--- config.mk ---
export PLATFORM = sky130hd
export DESIGN_NAME = spot_weld_pulse_sequencer
export DESIGN_NICKNAME = d
export VERILOG_FILES = /design/src/rtl/swp_pkg.sv /design/src/rtl/swp_front.sv /design/src/rtl/swp_queue.sv /design/src/rtl/swp_back.sv /design/src/rtl/spot_weld_pulse_sequencer.sv
export SDC_FILE = /design/constraint.sdc
export NUM_CORES = 1
export LEC_CHECK = 0
export CAP_MARGIN = 0
export CORE_AREA = 5 5 110 112
export CTS_CLUSTER_SIZE = 8
export DETAILED_ROUTE_END_ITERATION = 6
export DIE_AREA = 0 0 115 117
export DONT_BUFFER_PORTS = 1
export PLACE_DENSITY_LB_ADDON = 0.2
export SYNTH_ARGS = -nofsm -noshare
export SYNTH_HDL_FRONTEND = slang
export SYNTH_SLANG_ARGS = --single-unit
--- constraint.sdc ---
create_clock -name clock -period 4.15 [get_ports clock]
set_input_delay 0.415 -clock clock [delete_from_list [all_inputs] [get_ports clock]]
set_output_delay 0.415 -clock clock [all_outputs]
set_load 0.1 [all_outputs]
--- src/rtl/swp_pkg.sv ---
`timescale 1ns / 1ps
// Shared types and constants of the spot-weld pulse sequencer.
// No dependencies; every other file takes names from here by scope.
package swp_pkg;

   // Sequence phases, in the order the sequence walks through them
   typedef enum logic [2:0] {
      PH_IDLE    = 3'd0,
      PH_CONFIRM = 3'd1,
      PH_PRE     = 3'd2,
      PH_PAUSE   = 3'd3,
      PH_MAIN    = 3'd4,
      PH_HOLD    = 3'd5,
      PH_RWAIT   = 3'd6,
      PH_RCONF   = 3'd7
   } seq_phase_type;

   // Configuration register indexes (byte address is 4 times the index)
   typedef enum logic [2:0] {
      CSR_PRE_PULSE  = 3'd0,
      CSR_PAUSE      = 3'd1,
      CSR_MAIN_PULSE = 3'd2,
      CSR_HOLD       = 3'd3,
      CSR_LOCKOUT    = 3'd4,
      CSR_FAN        = 3'd5,
      CSR_SPARE_6    = 3'd6,
      CSR_SPARE_7    = 3'd7
   } csr_index_type;

   localparam int unsigned ADDR_W = 5;
   localparam int unsigned DATA_W = 32;

   localparam int unsigned REQ_TDATA_W = 16;
   localparam int unsigned RSP_TDATA_W = 8;
   localparam int unsigned TEMP_W      = 12;
   localparam int unsigned WHOLE_W     = 8;

   // Ticks the release must still hold before the buzzer turns off
   localparam logic [7:0] RELEASE_CONFIRM_TICKS = 8'd10;

   localparam int unsigned QUEUE_DEPTH = 2;

   // Register reset values
   localparam logic [6:0] PRE_PULSE_RESET  = 7'd5;
   localparam logic [6:0] PAUSE_RESET      = 7'd10;
   localparam logic [7:0] MAIN_PULSE_RESET = 8'd10;
   localparam logic [7:0] HOLD_RESET       = 8'd50;
   localparam logic [6:0] LOCKOUT_RESET    = 7'd60;
   localparam logic [6:0] FAN_RESET        = 7'd30;

   // One tick after classification
   typedef struct packed {
      logic button;
      logic allowed;
      logic fan;
   } tick_item_type;

   // Sequencer settings handed to the back end
   typedef struct packed {
      logic [6:0] pre_pulse;
      logic [6:0] pause;
      logic [7:0] main_pulse;
      logic [7:0] hold;
   } seq_cfg_type;

   // Status of the back end, watched by the top level
   typedef struct packed {
      seq_phase_type phase;
      logic          busy;
   } back_status_type;

endpackage

--- src/rtl/swp_front.sv ---
`timescale 1ns / 1ps
// Front end: takes a tick transaction and classifies the temperature.
// Depends on swp_pkg.
module swp_front (
   input  logic                                 reset,
   input  logic                                 req_tvalid,
   input  logic [swp_pkg::REQ_TDATA_W-1:0]      req_tdata,
   input  logic                                 queue_full,
   input  logic [6:0]                           lockout_temp,
   input  logic [6:0]                           fan_temp,
   output logic                                 req_tready,
   output logic                                 push,
   output swp_pkg::tick_item_type               push_item
);

   logic signed [swp_pkg::TEMP_W-1:0]  temp_raw;
   logic signed [swp_pkg::WHOLE_W-1:0] whole_floor;
   logic signed [swp_pkg::WHOLE_W-1:0] whole;
   logic signed [swp_pkg::WHOLE_W:0]   whole_x;
   logic signed [swp_pkg::WHOLE_W:0]   lockout_x;
   logic signed [swp_pkg::WHOLE_W:0]   fan_x;
   logic                               round_up;

   // The queue carries the back pressure; no state of its own here
   assign req_tready = ~queue_full & ~reset;
   assign push       = req_tvalid & req_tready;

   assign temp_raw    = req_tdata[swp_pkg::TEMP_W:1];
   assign whole_floor = temp_raw[swp_pkg::TEMP_W-1:4];
   // Truncate toward zero: bump negative values that carry a fraction
   assign round_up    = temp_raw[swp_pkg::TEMP_W-1] & (|temp_raw[3:0]);
   assign whole       = whole_floor + $signed({{(swp_pkg::WHOLE_W-1){1'b0}}, round_up});

   assign whole_x   = {whole[swp_pkg::WHOLE_W-1], whole};
   assign lockout_x = $signed({2'b00, lockout_temp});
   assign fan_x     = $signed({2'b00, fan_temp});

   always_comb begin
      push_item.button  = req_tdata[0];
      push_item.allowed = whole_x < lockout_x;
      push_item.fan     = whole_x >= fan_x;
   end

endmodule

--- src/rtl/swp_queue.sv ---
`timescale 1ns / 1ps
// Short queue of classified ticks between front and back ends.
// Depends on swp_pkg.
module swp_queue #(
   parameter int unsigned DEPTH = swp_pkg::QUEUE_DEPTH
) (
   input  logic                    clock,
   input  logic                    reset,
   input  logic                    push,
   input  swp_pkg::tick_item_type  push_item,
   input  logic                    pop,
   output logic                    full,
   output logic                    not_empty,
   output swp_pkg::tick_item_type  head_item
);

   localparam int unsigned PTR_W = (DEPTH > 1) ? $clog2(DEPTH) : 1;
   localparam int unsigned CNT_W = $clog2(DEPTH + 1);

   swp_pkg::tick_item_type store_ff [DEPTH];
   logic [PTR_W-1:0] wr_ptr_ff, wr_ptr_in;
   logic [PTR_W-1:0] rd_ptr_ff, rd_ptr_in;
   logic [CNT_W-1:0] count_ff, count_in;

   function automatic logic [PTR_W-1:0] ptr_next(input logic [PTR_W-1:0] p);
      logic [PTR_W-1:0] r;
      if (p == PTR_W'(DEPTH - 1)) begin
         r = '0;
      end else begin
         r = p + PTR_W'(1);
      end
      return r;
   endfunction

   assign full      = count_ff == CNT_W'(DEPTH);
   assign not_empty = count_ff != '0;
   assign head_item = store_ff[rd_ptr_ff];

   always_comb begin
      wr_ptr_in = push ? ptr_next(wr_ptr_ff) : wr_ptr_ff;
      rd_ptr_in = pop ? ptr_next(rd_ptr_ff) : rd_ptr_ff;
      count_in  = count_ff;
      if (push && !pop) begin
         count_in = count_ff + CNT_W'(1);
      end else if (pop && !push) begin
         count_in = count_ff - CNT_W'(1);
      end
   end

   always_ff @(posedge clock) begin
      if (reset) begin
         wr_ptr_ff <= '0;
         rd_ptr_ff <= '0;
         count_ff  <= '0;
      end else begin
         wr_ptr_ff <= wr_ptr_in;
         rd_ptr_ff <= rd_ptr_in;
         count_ff  <= count_in;
      end
   end

   always_ff @(posedge clock) begin
      if (push) begin
         store_ff[wr_ptr_ff] <= push_item;
      end
   end

endmodule

--- src/rtl/swp_back.sv ---
`timescale 1ns / 1ps
// Back end: phase sequencer and registered result transaction.
// Depends on swp_pkg.
module swp_back (
   input  logic                                clock,
   input  logic                                reset,
   input  logic                                item_valid,
   input  swp_pkg::tick_item_type              item,
   input  swp_pkg::seq_cfg_type                cfg,
   input  logic                                rsp_tready,
   output logic                                pop,
   output logic                                rsp_tvalid,
   output logic [swp_pkg::RSP_TDATA_W-1:0]     rsp_tdata,
   output swp_pkg::back_status_type            status
);

   swp_pkg::seq_phase_type phase_ff, phase_in;
   logic [7:0] ticks_ff, ticks_in;
   logic       rsp_valid_ff, rsp_valid_in;
   logic [swp_pkg::RSP_TDATA_W-1:0] rsp_data_ff, rsp_data_in;

   logic [7:0] len_cur;
   logic [7:0] ticks_inc;
   swp_pkg::seq_phase_type next_timed;
   swp_pkg::seq_phase_type tgt_pre;
   swp_pkg::seq_phase_type tgt_next;
   logic [3:0] zero_len;

   // Land on the first phase from start on whose length is not zero
   function automatic swp_pkg::seq_phase_type skip_zero(
      input swp_pkg::seq_phase_type start,
      input logic [3:0]             z
   );
      swp_pkg::seq_phase_type p;
      p = swp_pkg::PH_RWAIT;
      if (start <= swp_pkg::PH_HOLD && !z[3]) p = swp_pkg::PH_HOLD;
      if (start <= swp_pkg::PH_MAIN && !z[2]) p = swp_pkg::PH_MAIN;
      if (start <= swp_pkg::PH_PAUSE && !z[1]) p = swp_pkg::PH_PAUSE;
      if (start <= swp_pkg::PH_PRE && !z[0]) p = swp_pkg::PH_PRE;
      return p;
   endfunction

   assign zero_len = {cfg.hold == '0, cfg.main_pulse == '0,
                      cfg.pause == '0, cfg.pre_pulse == '0};

   assign pop        = item_valid & (~rsp_valid_ff | rsp_tready);
   assign rsp_tvalid = rsp_valid_ff;
   assign rsp_tdata  = rsp_data_ff;

   always_comb begin
      status.phase = phase_ff;
      status.busy  = phase_ff != swp_pkg::PH_IDLE;
   end

   always_comb begin
      case (phase_ff)
         swp_pkg::PH_PRE:   len_cur = {1'b0, cfg.pre_pulse};
         swp_pkg::PH_PAUSE: len_cur = {1'b0, cfg.pause};
         swp_pkg::PH_MAIN:  len_cur = cfg.main_pulse;
         swp_pkg::PH_HOLD:  len_cur = cfg.hold;
         default:           len_cur = '0;
      endcase
   end

   assign ticks_inc  = (ticks_ff == 8'hFF) ? ticks_ff : ticks_ff + 8'd1;
   assign next_timed = swp_pkg::seq_phase_type'(phase_ff + 3'd1);
   assign tgt_pre    = skip_zero(swp_pkg::PH_PRE, zero_len);
   assign tgt_next   = skip_zero(next_timed, zero_len);

   always_comb begin
      phase_in = phase_ff;
      ticks_in = ticks_ff;
      case (phase_ff)
         swp_pkg::PH_IDLE: begin
            if (item.button) begin
               phase_in = swp_pkg::PH_CONFIRM;
               ticks_in = '0;
            end
         end
         swp_pkg::PH_CONFIRM: begin
            if (item.button && item.allowed) begin
               phase_in = tgt_pre;
               ticks_in = (tgt_pre != swp_pkg::PH_RWAIT) ? 8'd1 : 8'd0;
            end else begin
               phase_in = swp_pkg::PH_IDLE;
               ticks_in = '0;
            end
         end
         swp_pkg::PH_PRE, swp_pkg::PH_PAUSE, swp_pkg::PH_MAIN, swp_pkg::PH_HOLD: begin
            if (ticks_ff >= len_cur) begin
               phase_in = tgt_next;
               ticks_in = (tgt_next != swp_pkg::PH_RWAIT) ? 8'd1 : 8'd0;
            end else begin
               ticks_in = ticks_inc;
            end
         end
         swp_pkg::PH_RWAIT: begin
            if (!item.button) begin
               phase_in = swp_pkg::PH_RCONF;
               ticks_in = '0;
            end
         end
         swp_pkg::PH_RCONF: begin
            ticks_in = ticks_inc;
            if (ticks_inc >= swp_pkg::RELEASE_CONFIRM_TICKS) begin
               phase_in = item.button ? swp_pkg::PH_RWAIT : swp_pkg::PH_IDLE;
               ticks_in = '0;
            end
         end
         default: begin
            phase_in = swp_pkg::PH_IDLE;
            ticks_in = '0;
         end
      endcase
   end

   always_comb begin
      rsp_valid_in = rsp_valid_ff;
      rsp_data_in  = rsp_data_ff;
      if (pop) begin
         rsp_valid_in   = 1'b1;
         rsp_data_in[0] = (phase_in == swp_pkg::PH_PRE) || (phase_in == swp_pkg::PH_MAIN);
         rsp_data_in[1] = phase_in >= swp_pkg::PH_HOLD;
         rsp_data_in[2] = item.fan;
         rsp_data_in[3] = item.allowed;
         rsp_data_in[6:4] = phase_in;
         rsp_data_in[7] = 1'b0;
      end else if (rsp_tready) begin
         rsp_valid_in = 1'b0;
      end
   end

   always_ff @(posedge clock) begin
      if (reset) begin
         phase_ff     <= swp_pkg::PH_IDLE;
         ticks_ff     <= '0;
         rsp_valid_ff <= 1'b0;
      end else begin
         rsp_valid_ff <= rsp_valid_in;
         if (pop) begin
            phase_ff <= phase_in;
            ticks_ff <= ticks_in;
         end
      end
   end

   always_ff @(posedge clock) begin
      rsp_data_ff <= rsp_data_in;
   end

endmodule

--- src/rtl/spot_weld_pulse_sequencer.sv ---
`timescale 1ns / 1ps
// Spot-weld pulse sequencer top level: register block, front, queue, back.
// Depends on swp_pkg, swp_front, swp_queue and swp_back.

// One request transaction is one 10 ms tick: the weld button level and a raw
// temperature in 1/16 degree. Every tick yields exactly one response carrying
// the weld drive, buzzer, fan and weld-allowed levels and the sequence phase
// after the tick. The block takes one tick per clock cycle when the response
// side keeps up; an accepted tick is stored in the queue and its response is
// then registered in the response register before it is presented. The front
// end classifies the temperature (whole degrees, truncated toward zero,
// against the lockout and fan thresholds) and pushes the tick into a short
// queue; the back end pops it, advances the phase sequencer and registers
// the response, so a stalled response does not stop the next request until
// the queue has filled. Write the six settings registers over the APB port
// only while no tick is in flight.
module spot_weld_pulse_sequencer #(
   parameter int unsigned QUEUE_DEPTH = swp_pkg::QUEUE_DEPTH
) (
   input  logic                              clock,
   input  logic                              reset,
   // Request transaction
   input  logic                              req_tvalid,
   output logic                              req_tready,
   // [0] button_pressed, [12:1] temp_raw, [15:13] zero
   input  logic [swp_pkg::REQ_TDATA_W-1:0]   req_tdata,
   // Response transaction
   output logic                              rsp_tvalid,
   input  logic                              rsp_tready,
   // [0] weld_drive, [1] buzzer_on, [2] fan_on, [3] weld_allowed,
   // [6:4] phase, [7] zero
   output logic [swp_pkg::RSP_TDATA_W-1:0]   rsp_tdata,
   // Settings registers
   input  logic                              csr_psel,
   input  logic                              csr_penable,
   input  logic                              csr_pwrite,
   input  logic [swp_pkg::ADDR_W-1:0]        csr_paddr,
   input  logic [swp_pkg::DATA_W-1:0]        csr_pwdata,
   output logic [swp_pkg::DATA_W-1:0]        csr_prdata,
   output logic                              csr_pready
);

   logic [6:0] pre_pulse_ff;
   logic [6:0] pause_ff;
   logic [7:0] main_pulse_ff;
   logic [7:0] hold_ff;
   logic [6:0] lockout_ff;
   logic [6:0] fan_ff;

   swp_pkg::csr_index_type csr_index;
   logic                   csr_write;

   logic                     queue_full;
   logic                     queue_not_empty;
   logic                     push;
   logic                     pop;
   swp_pkg::tick_item_type   push_item;
   swp_pkg::tick_item_type   head_item;
   swp_pkg::seq_cfg_type     seq_cfg;
   swp_pkg::back_status_type back_status;

   // Register block: zero wait states, index from the word address
   assign csr_pready = 1'b1;
   assign csr_index  = swp_pkg::csr_index_type'(csr_paddr[swp_pkg::ADDR_W-1:2]);
   assign csr_write  = csr_psel & csr_penable & csr_pwrite & csr_pready;

   always_ff @(posedge clock) begin
      if (reset) begin
         pre_pulse_ff  <= swp_pkg::PRE_PULSE_RESET;
         pause_ff      <= swp_pkg::PAUSE_RESET;
         main_pulse_ff <= swp_pkg::MAIN_PULSE_RESET;
         hold_ff       <= swp_pkg::HOLD_RESET;
         lockout_ff    <= swp_pkg::LOCKOUT_RESET;
         fan_ff        <= swp_pkg::FAN_RESET;
      end else if (csr_write) begin
         case (csr_index)
            swp_pkg::CSR_PRE_PULSE:  pre_pulse_ff  <= csr_pwdata[6:0];
            swp_pkg::CSR_PAUSE:      pause_ff      <= csr_pwdata[6:0];
            swp_pkg::CSR_MAIN_PULSE: main_pulse_ff <= csr_pwdata[7:0];
            swp_pkg::CSR_HOLD:       hold_ff       <= csr_pwdata[7:0];
            swp_pkg::CSR_LOCKOUT:    lockout_ff    <= csr_pwdata[6:0];
            swp_pkg::CSR_FAN:        fan_ff        <= csr_pwdata[6:0];
            default: ;
         endcase
      end
   end

   always_comb begin
      case (csr_index)
         swp_pkg::CSR_PRE_PULSE:  csr_prdata = {25'd0, pre_pulse_ff};
         swp_pkg::CSR_PAUSE:      csr_prdata = {25'd0, pause_ff};
         swp_pkg::CSR_MAIN_PULSE: csr_prdata = {24'd0, main_pulse_ff};
         swp_pkg::CSR_HOLD:       csr_prdata = {24'd0, hold_ff};
         swp_pkg::CSR_LOCKOUT:    csr_prdata = {25'd0, lockout_ff};
         swp_pkg::CSR_FAN:        csr_prdata = {25'd0, fan_ff};
         default:                 csr_prdata = '0;
      endcase
   end

   always_comb begin
      seq_cfg.pre_pulse  = pre_pulse_ff;
      seq_cfg.pause      = pause_ff;
      seq_cfg.main_pulse = main_pulse_ff;
      seq_cfg.hold       = hold_ff;
   end

   // Classify each tick as it arrives
   swp_front u_front (
      .reset        (reset),
      .req_tvalid   (req_tvalid),
      .req_tdata    (req_tdata),
      .queue_full   (queue_full),
      .lockout_temp (lockout_ff),
      .fan_temp     (fan_ff),
      .req_tready   (req_tready),
      .push         (push),
      .push_item    (push_item)
   );

   // Hold classified ticks while the response side stalls
   swp_queue #(
      .DEPTH (QUEUE_DEPTH)
   ) u_queue (
      .clock     (clock),
      .reset     (reset),
      .push      (push),
      .push_item (push_item),
      .pop       (pop),
      .full      (queue_full),
      .not_empty (queue_not_empty),
      .head_item (head_item)
   );

   // Advance the phase sequencer, one tick per pop
   swp_back u_back (
      .clock      (clock),
      .reset      (reset),
      .item_valid (queue_not_empty),
      .item       (head_item),
      .cfg        (seq_cfg),
      .rsp_tready (rsp_tready),
      .pop        (pop),
      .rsp_tvalid (rsp_tvalid),
      .rsp_tdata  (rsp_tdata),
      .status     (back_status)
   );

`ifndef SYNTHESIS
   // From idle the sequencer may only stay or move to confirm
   a_idle_exit : assert property (@(posedge clock) disable iff (reset)
      (back_status.phase == swp_pkg::PH_IDLE) |=>
      (back_status.phase == swp_pkg::PH_IDLE || back_status.phase == swp_pkg::PH_CONFIRM))
      else $error("sequencer left idle for a phase other than confirm");

   // Release wait only moves on to release confirm
   a_rwait_exit : assert property (@(posedge clock) disable iff (reset)
      (back_status.phase == swp_pkg::PH_RWAIT) |=>
      (back_status.phase == swp_pkg::PH_RWAIT || back_status.phase == swp_pkg::PH_RCONF))
      else $error("sequencer left release wait for a phase other than release confirm");

   // A taken response with nothing queued leaves the response register empty
   a_rsp_drain : assert property (@(posedge clock) disable iff (reset)
      (rsp_tvalid && rsp_tready && !queue_not_empty) |=> !rsp_tvalid)
      else $error("response presented without a queued tick");
`endif

endmodule
After elaboration in Yosys (flattened, before gate mapping)

Memory sizes are Yosys's and may differ from the RTL's. A register that Yosys moved wholly into a read port is not among the register bits.
Cells that the tools add are included.

Add/sub/neg operators: 7
$lt $le $gt $ge: 9
Equality and inequality tests: 20
Multiplexer cells: 36
Bitwise logic cells: 10
Reductions and logical operators: 32

Operators with widths:

| cell                                                                                | count |
|---|---|
| 8-bit two-way mux                                                                   | 6 |
| 8-bit one-hot mux with 6 select lines                                               | 1 |
| 8-bit one-hot mux with 5 select lines                                               | 1 |
| 8-bit one-hot mux with 4 select lines                                               | 1 |
| 3-bit two-way mux                                                                   | 10 |
| 3-bit equality test, second input constant                                          | 7 |
| 8-bit greater-or-equal comparator                                                   | 2 |
| 8-bit logical NOT                                                                   | 2 |
| 3-bit by 2-bit equality test with 1-bit output, second input constant               | 5 |
| 3-bit one-hot mux with 5 select lines                                               | 1 |
| 7-bit logical NOT                                                                   | 2 |
| 2-bit two-way mux                                                                   | 6 |
| 2-bit AND reduction                                                                 | 6 |
| 1-bit two-way mux                                                                   | 10 |
| 8-bit by 1-bit adder with 8-bit output, second input constant                       | 1 |
| 8-bit by 2-bit adder with 8-bit output                                              | 1 |
| 8-bit equality test, second input constant                                          | 1 |
| 8-bit by 4-bit greater-or-equal comparator with 1-bit output, second input constant | 1 |
| 8-bit less-than comparator                                                          | 1 |
| 4-bit OR reduction                                                                  | 2 |
| 1-bit logical AND                                                                   | 7 |
| 1-bit AND                                                                           | 6 |
| 3-bit by 1-bit equality test with 1-bit output, second input constant               | 2 |
| 3-bit by 2-bit less-or-equal comparator with 1-bit output, second input constant    | 2 |
| other kinds (17)                                                                    | 30 |

Register bits after elaboration: 67
RAM bits: 6
Input port bits: 60
Output and inout bits: 43
Word-level logic and storage cells: 128
Memories kept: 1

Memory list:

| name             | words | bits a word | read ports | clocked after memory_dff | wr ports | line            | RTL |
|---|---|---|---|---|---|---|---|
| u_queue.store_ff | 2     | 3           | 1          | 1                        | 1        | swp_queue.sv:20 | `swp_pkg::tick_item_type store_ff [DEPTH];` |

Longest topological paths before layout

Word-level depth: 11
Mapped depth: 15
Gate-level depth less buffers: 14

By module

From an unflattened synthesis, not the netlist that was laid out.

Cell total of the unflattened synthesis: 578
Area total of the unflattened synthesis: 5,079.9 µm²

Modules (own cells, without submodules):

| module                    | times used | cells an instance | area each (µm²) | sequential area each (µm²) |
|---|---|---|---|---|
| spot_weld_pulse_sequencer | 1          | 259               | 2,374.8         | 880.8 |
| swp_back                  | 1          | 222               | 1,803.0         | 450.4 |
| swp_front                 | 1          | 66                | 478.0           | 0.0 |
| swp_queue                 | 1          | 31                | 424.2           | 280.3 |

Worst setup path before layout

OpenSTA, ideal clock, no wires.

Path kind: input port to output port
Start point: in csr_paddr[2] (netlist bit)
End point: out csr_prdata[6] (netlist bit)
Arrival time: 3,324 ps
Slack: 411 ps
Stages on the path: 4
Path buffers: 2
Cell sequence: clkbuf_1 > clkbuf_1 > a31oi_1 > o21ai_0

Cells in the longest elaborated chain, start to end: 2

RTL lines:

| what                                              | line                            | RTL |
|---|---|---|
| start, declared                                   | spot_weld_pulse_sequencer.sv:37 | `input logic [swp_pkg::ADDR_W-1:0] csr_paddr,` |
| 3-bit equality test, or another cell as far along | spot_weld_pulse_sequencer.sv:89 | `case (csr_index)` |
| 8-bit one-hot mux with 6 select lines (*)         | spot_weld_pulse_sequencer.sv:89 |  |
| end, declared                                     | spot_weld_pulse_sequencer.sv:39 | `output logic [swp_pkg::DATA_W-1:0] csr_prdata,` |

Every way passes the cells marked *; elsewhere a longest branch is shown, timed or not.

Worst setup path after layout

Start point: reg u_back.phase_ff[0]
End point: reg u_back.rsp_data_ff (netlist bit u_back.rsp_tdata[0]) (data pin)

Cells in the longest elaborated chain, start to end: 11

RTL lines:

| what                                                                                  | line            | RTL |
|---|---|---|
| start, declared                                                                       | swp_back.sv:17  | `swp_pkg::seq_phase_type phase_ff, phase_in;` |
| start signal, assigned                                                                | swp_back.sv:135 | `phase_ff <= swp_pkg::PH_IDLE;` |
| start signal, assigned                                                                | swp_back.sv:141 | `phase_ff <= phase_in;` |
| 3-bit by 1-bit adder with 3-bit output                                                | swp_back.sv:66  | `assign next_timed = swp_pkg::seq_phase_type'(phase_ff + 3'd1);` |
| 3-bit less-or-equal comparator                                                        | swp_back.sv:36  | `if (start <= swp_pkg::PH_HOLD && !z[3]) p = swp_pkg::PH_HOLD;` |
| 1-bit logical AND                                                                     | swp_back.sv:36  |  |
| 2-bit two-way mux                                                                     | swp_back.sv:36  |  |
| 2-bit two-way mux                                                                     | swp_back.sv:37  | `if (start <= swp_pkg::PH_MAIN && !z[2]) p = swp_pkg::PH_MAIN;` |
| 3-bit two-way mux                                                                     | swp_back.sv:38  | `if (start <= swp_pkg::PH_PAUSE && !z[1]) p = swp_pkg::PH_PAUSE;` |
| 3-bit two-way mux                                                                     | swp_back.sv:39  | `if (start <= swp_pkg::PH_PRE && !z[0]) p = swp_pkg::PH_PRE;` |
| 3-bit two-way mux                                                                     | swp_back.sv:90  | `if (ticks_ff >= len_cur) begin` |
| 3-bit one-hot mux with 5 select lines (*)                                             | swp_back.sv:73  | `case (phase_ff)` |
| named net u_back.phase_in[0]                                                          | swp_back.sv:17  |  |
| 3-bit by 2-bit equality test with 1-bit output or 3-bit equality test (tied branches) | swp_back.sv:122 | `rsp_data_in[0] = (phase_in == swp_pkg::PH_PRE) \|\| (phase_in == swp_pkg::PH_MAIN);` |
| 1-bit logical OR (*)                                                                  | swp_back.sv:122 |  |
| end signal, assigned                                                                  | swp_back.sv:148 | `rsp_data_ff <= rsp_data_in;` |
| end, declared                                                                         | swp_back.sv:20  | `logic [swp_pkg::RSP_TDATA_W-1:0] rsp_data_ff, rsp_data_in;` |

The timed path passes the listed nets; every way through them passes the cells marked *.
A chain may end at the register's enable or synchronous reset.

==> impl_metrics.ini <==
[finish]
final_common_cell = nor2_1
drive_gt1_frac = 0.0887
num-nets-final = 628
diodes = 0
synthToLayoutAreaGrowth_pct = 7.55
final_cell_mix = nor2_1 (73), dfxtp_1 (61), inv_1 (32), mux2i_1 (32), ha_1 (32)
postLayoutCellArea_sq_um = 5170

[drt]
routed_wl_um = 11700
drc = 0
avgViaCountPerCell = 5.70
drtIter0Drc = 327
detailroute.via_count = 3899
wl_per_cell_um = 17.2
dr.pass1.iters = 5
drtAntennaViolNets = 0

[logic_synthesis]
synth_cell_types = 62
postSynth.asyncResetShare = 0
ys_ff_latch = 74
avgSynthCellArea_sq_um = 8.71
syn_area_sq_um = 4810
synthCells = 552
ys_warn_count = 0
ys.flop_type = dfxtp_1
synth_edf_count = 13
ys_seq_area_frac = 0.335

[timing]
period_needed_ns = 3.92
fin_skew_ns = 0.00672
hold_violations = 0
fin_ws_ns = 0.228
setup_viol = 0
final-max-slew-violation-count = 0
rsz0062_at_grt = false
fmax_ghz = 0.255
setup_tns_ns = 0
maxSlewHeadroom = 0.229
finalCritPeriodShare = 0.945
tightest_slew_ns = 1.16

[die]
die_width_um = 115
io_pins = 103
coreArea_sq_um = 11100
dieArea_sq_um = 13500
chipHeight_um = 117
row_count = 39
start_util = 0.432

[critical_path]
path_buf_inv = 1
cp_top_family = simple AND/OR/NAND/NOR gates
criticalPathCategory = reg2reg
critical_path.cell_chain = inv_1 > ha_1 > nor2b_1 > a222oi_1 > nand2b_1 > ha_1 > or4_1 > a21oi_1 > o31a_2 > nand2_1 > nand2_1 > a211oi_1 > a31oi_2 > nor2_1
path_max_fanout = 7
worstSetupStartpointType = register
cp-end-kind = register
required_ns = 4.23
slowest_stage = or4_1
max_stage_delay_ns = 0.51
critPathArrivalTime_ns = 4.00

[place]
port_buffers = 0
dp_slack_ns = 0.288
gp_congestion = 0.877
placed_cell_area_sq_um = 4840
hpwlAfterDp_um = 8740

[grt]
grt_overflow = 0
grt_max_degree = 63
grt_pass1_wl_um = 19200
grt_usage = 0.179
antenna_found_initial = 0
grt_pass1_vias = 3701

[clock_network]
post_cts_resized = 0
post_cts_buffers = 0
hold_buffers = 0
cts_sinks = 74
clock_latency_ns = 0.34
numCtsBuffers = 9
clkTransAtPathRegs_ns = 0.06
clock_path_buffers = 2
cts_htree_levels = 3
cts_tree = yes
cts_root_buf = clkbuf_16

[power_and_ir_drop]
ir_drop_uv = 370
power_density_nw_per_um2 = 518
fin_total_pwr_uw = 2680
power.leakage_uw = 0.00210

[run_status]
status = completed

[min_path]
holdCritPathClass = in2reg

[flow_run]
cap_violations = 0
==> cell usage after synthesis, types with 7 or more instances <==
| library cell | n | area share |
|---|---|---|
| mux2i_1 | 32 | 0.067 |
| nor2b_1 | 11 | 0.014 |
| a31oi_1 | 10 | 0.013 |
| ha_1 | 32 | 0.083 |
| a211o_1 | 18 | 0.033 |
| nand2b_1 | 13 | 0.017 |
| o21ai_0 | 10 | 0.010 |
| xor2_1 | 8 | 0.015 |
| a22o_1 | 8 | 0.015 |
| a21o_1 | 10 | 0.016 |
| edfxtp_1 | 13 | 0.081 |
| nand2_1 | 19 | 0.015 |
| a22oi_1 | 8 | 0.012 |
| nor2_1 | 74 | 0.058 |
| a222oi_1 | 7 | 0.015 |
| a21oi_1 | 21 | 0.022 |
| buf_4 | 26 | 0.041 |
| o22ai_1 | 8 | 0.010 |
| dfxtp_1 | 61 | 0.25 |
| inv_1 | 32 | 0.025 |
| mux2_2 | 7 | 0.016 |
| nand3_1 | 12 | 0.012 |
| clkbuf_1 | 24 | 0.019 |
| nor4_1 | 7 | 0.0091 |
| nor3_1 | 11 | 0.011 |
==> metal layers <==
metal,routed length [um],global-route usage,up-vias
met3,857,0.0560,12
met4,121,0.0415,0
met2,5450,0.287,125
li1,-,-,1919
met5,0,0,-
met1,5310,0.238,1843
==> final cells by class <==
| class | count | area (sq um) |
|---|---|---|
| repair buffers | 3 | 22.5 |
| clock inverters | 7 | 101 |
| inverters | 32 | 120 |
| multi-input cells | 416 | 2910 |
| fillers | 1069 | 5960 |
| flip-flops and latches | 74 | 1610 |
| clock buffers | 9 | 225 |
| well taps | 143 | 179 |
==> through the flow <==
stage	hold slack [ns]	instances	util
6_report	0.143	684	0.465
5_1_grt	0.129	684	0.465
4_1_cts	0.134	684	0.465
3_5_place_dp	0.497	668	0.435
3_3_place_gp	0.474	668	0.435
2_1_floorplan	0.460	576	-
==> cell families (layout without fill, tap and decap cells) <==
logic type / Yosys count / count (layout) / synth area share
mux: 41 / 41 / 0.0906
fa+ha+maj: 32 / 32 / 0.0833
compound gates: 132 / 132 / 0.204
xor+xnor: 13 / 13 / 0.0237
other cells: 2 / 26 / 0.00156
buf+inv: 86 / 51 / 0.0880
flops: 74 / 74 / 0.335
simple gates: 172 / 172 / 0.174
==> final timing paths <==
kind	start	end	slack, ns	cells past startpoint
worst max-delay path	u_back.phase_ff[0]	u_back.rsp_tdata[0]	0.23	14
worst min-delay path	reset	u_back.phase_ff[2]	0.14	1
worst max register to register	u_back.phase_ff[0]	u_back.rsp_tdata[0]	0.23	14
worst min register to register	lockout_ff[6]	lockout_ff[6]	0.52	2
==> where the power goes <==
group / internal [uW] / total (uW) / leakage [uW] / switching (uW)
clock: 531 / 849 / 0.000153 / 318
sequential: 820 / 1090 / 0.000616 / 274
combinational: 233 / 736 / 0.00134 / 503
total: 1580 / 2680 / 0.00210 / 1090
==> sequential cells by signal (all words and copies together), names as in the netlist, named ones only <==
register / flops
main_pulse_ff: 8
fan_ff: 7
lockout_ff: 7
u_back.ticks_ff: 8
u_queue.store_ff: 6
u_back.rsp_tvalid: 1
u_queue.wr_ptr_ff: 1
u_back.phase_ff: 3
u_back.rsp_tdata: 7
u_queue.rd_ptr_ff: 1
pre_pulse_ff: 7
u_queue.count_ff: 2
pause_ff: 7
hold_ff: 8
==> worst reg2reg max path, stage by stage, from the launching register on <==
cell,delay (ns)
dfxtp_1,0.37
inv_1,0.18
ha_1,0.29
nor2b_1,0.42
a222oi_1,0.17
nand2b_1,0.20
ha_1,0.20
or4_1,0.51
a21oi_1,0.13
o31a_2,0.24
nand2_1,0.21
nand2_1,0.24
a211oi_1,0.13
a31oi_2,0.28
nor2_1,0.09
No activity file was read; power rests on OpenSTA's default activity.
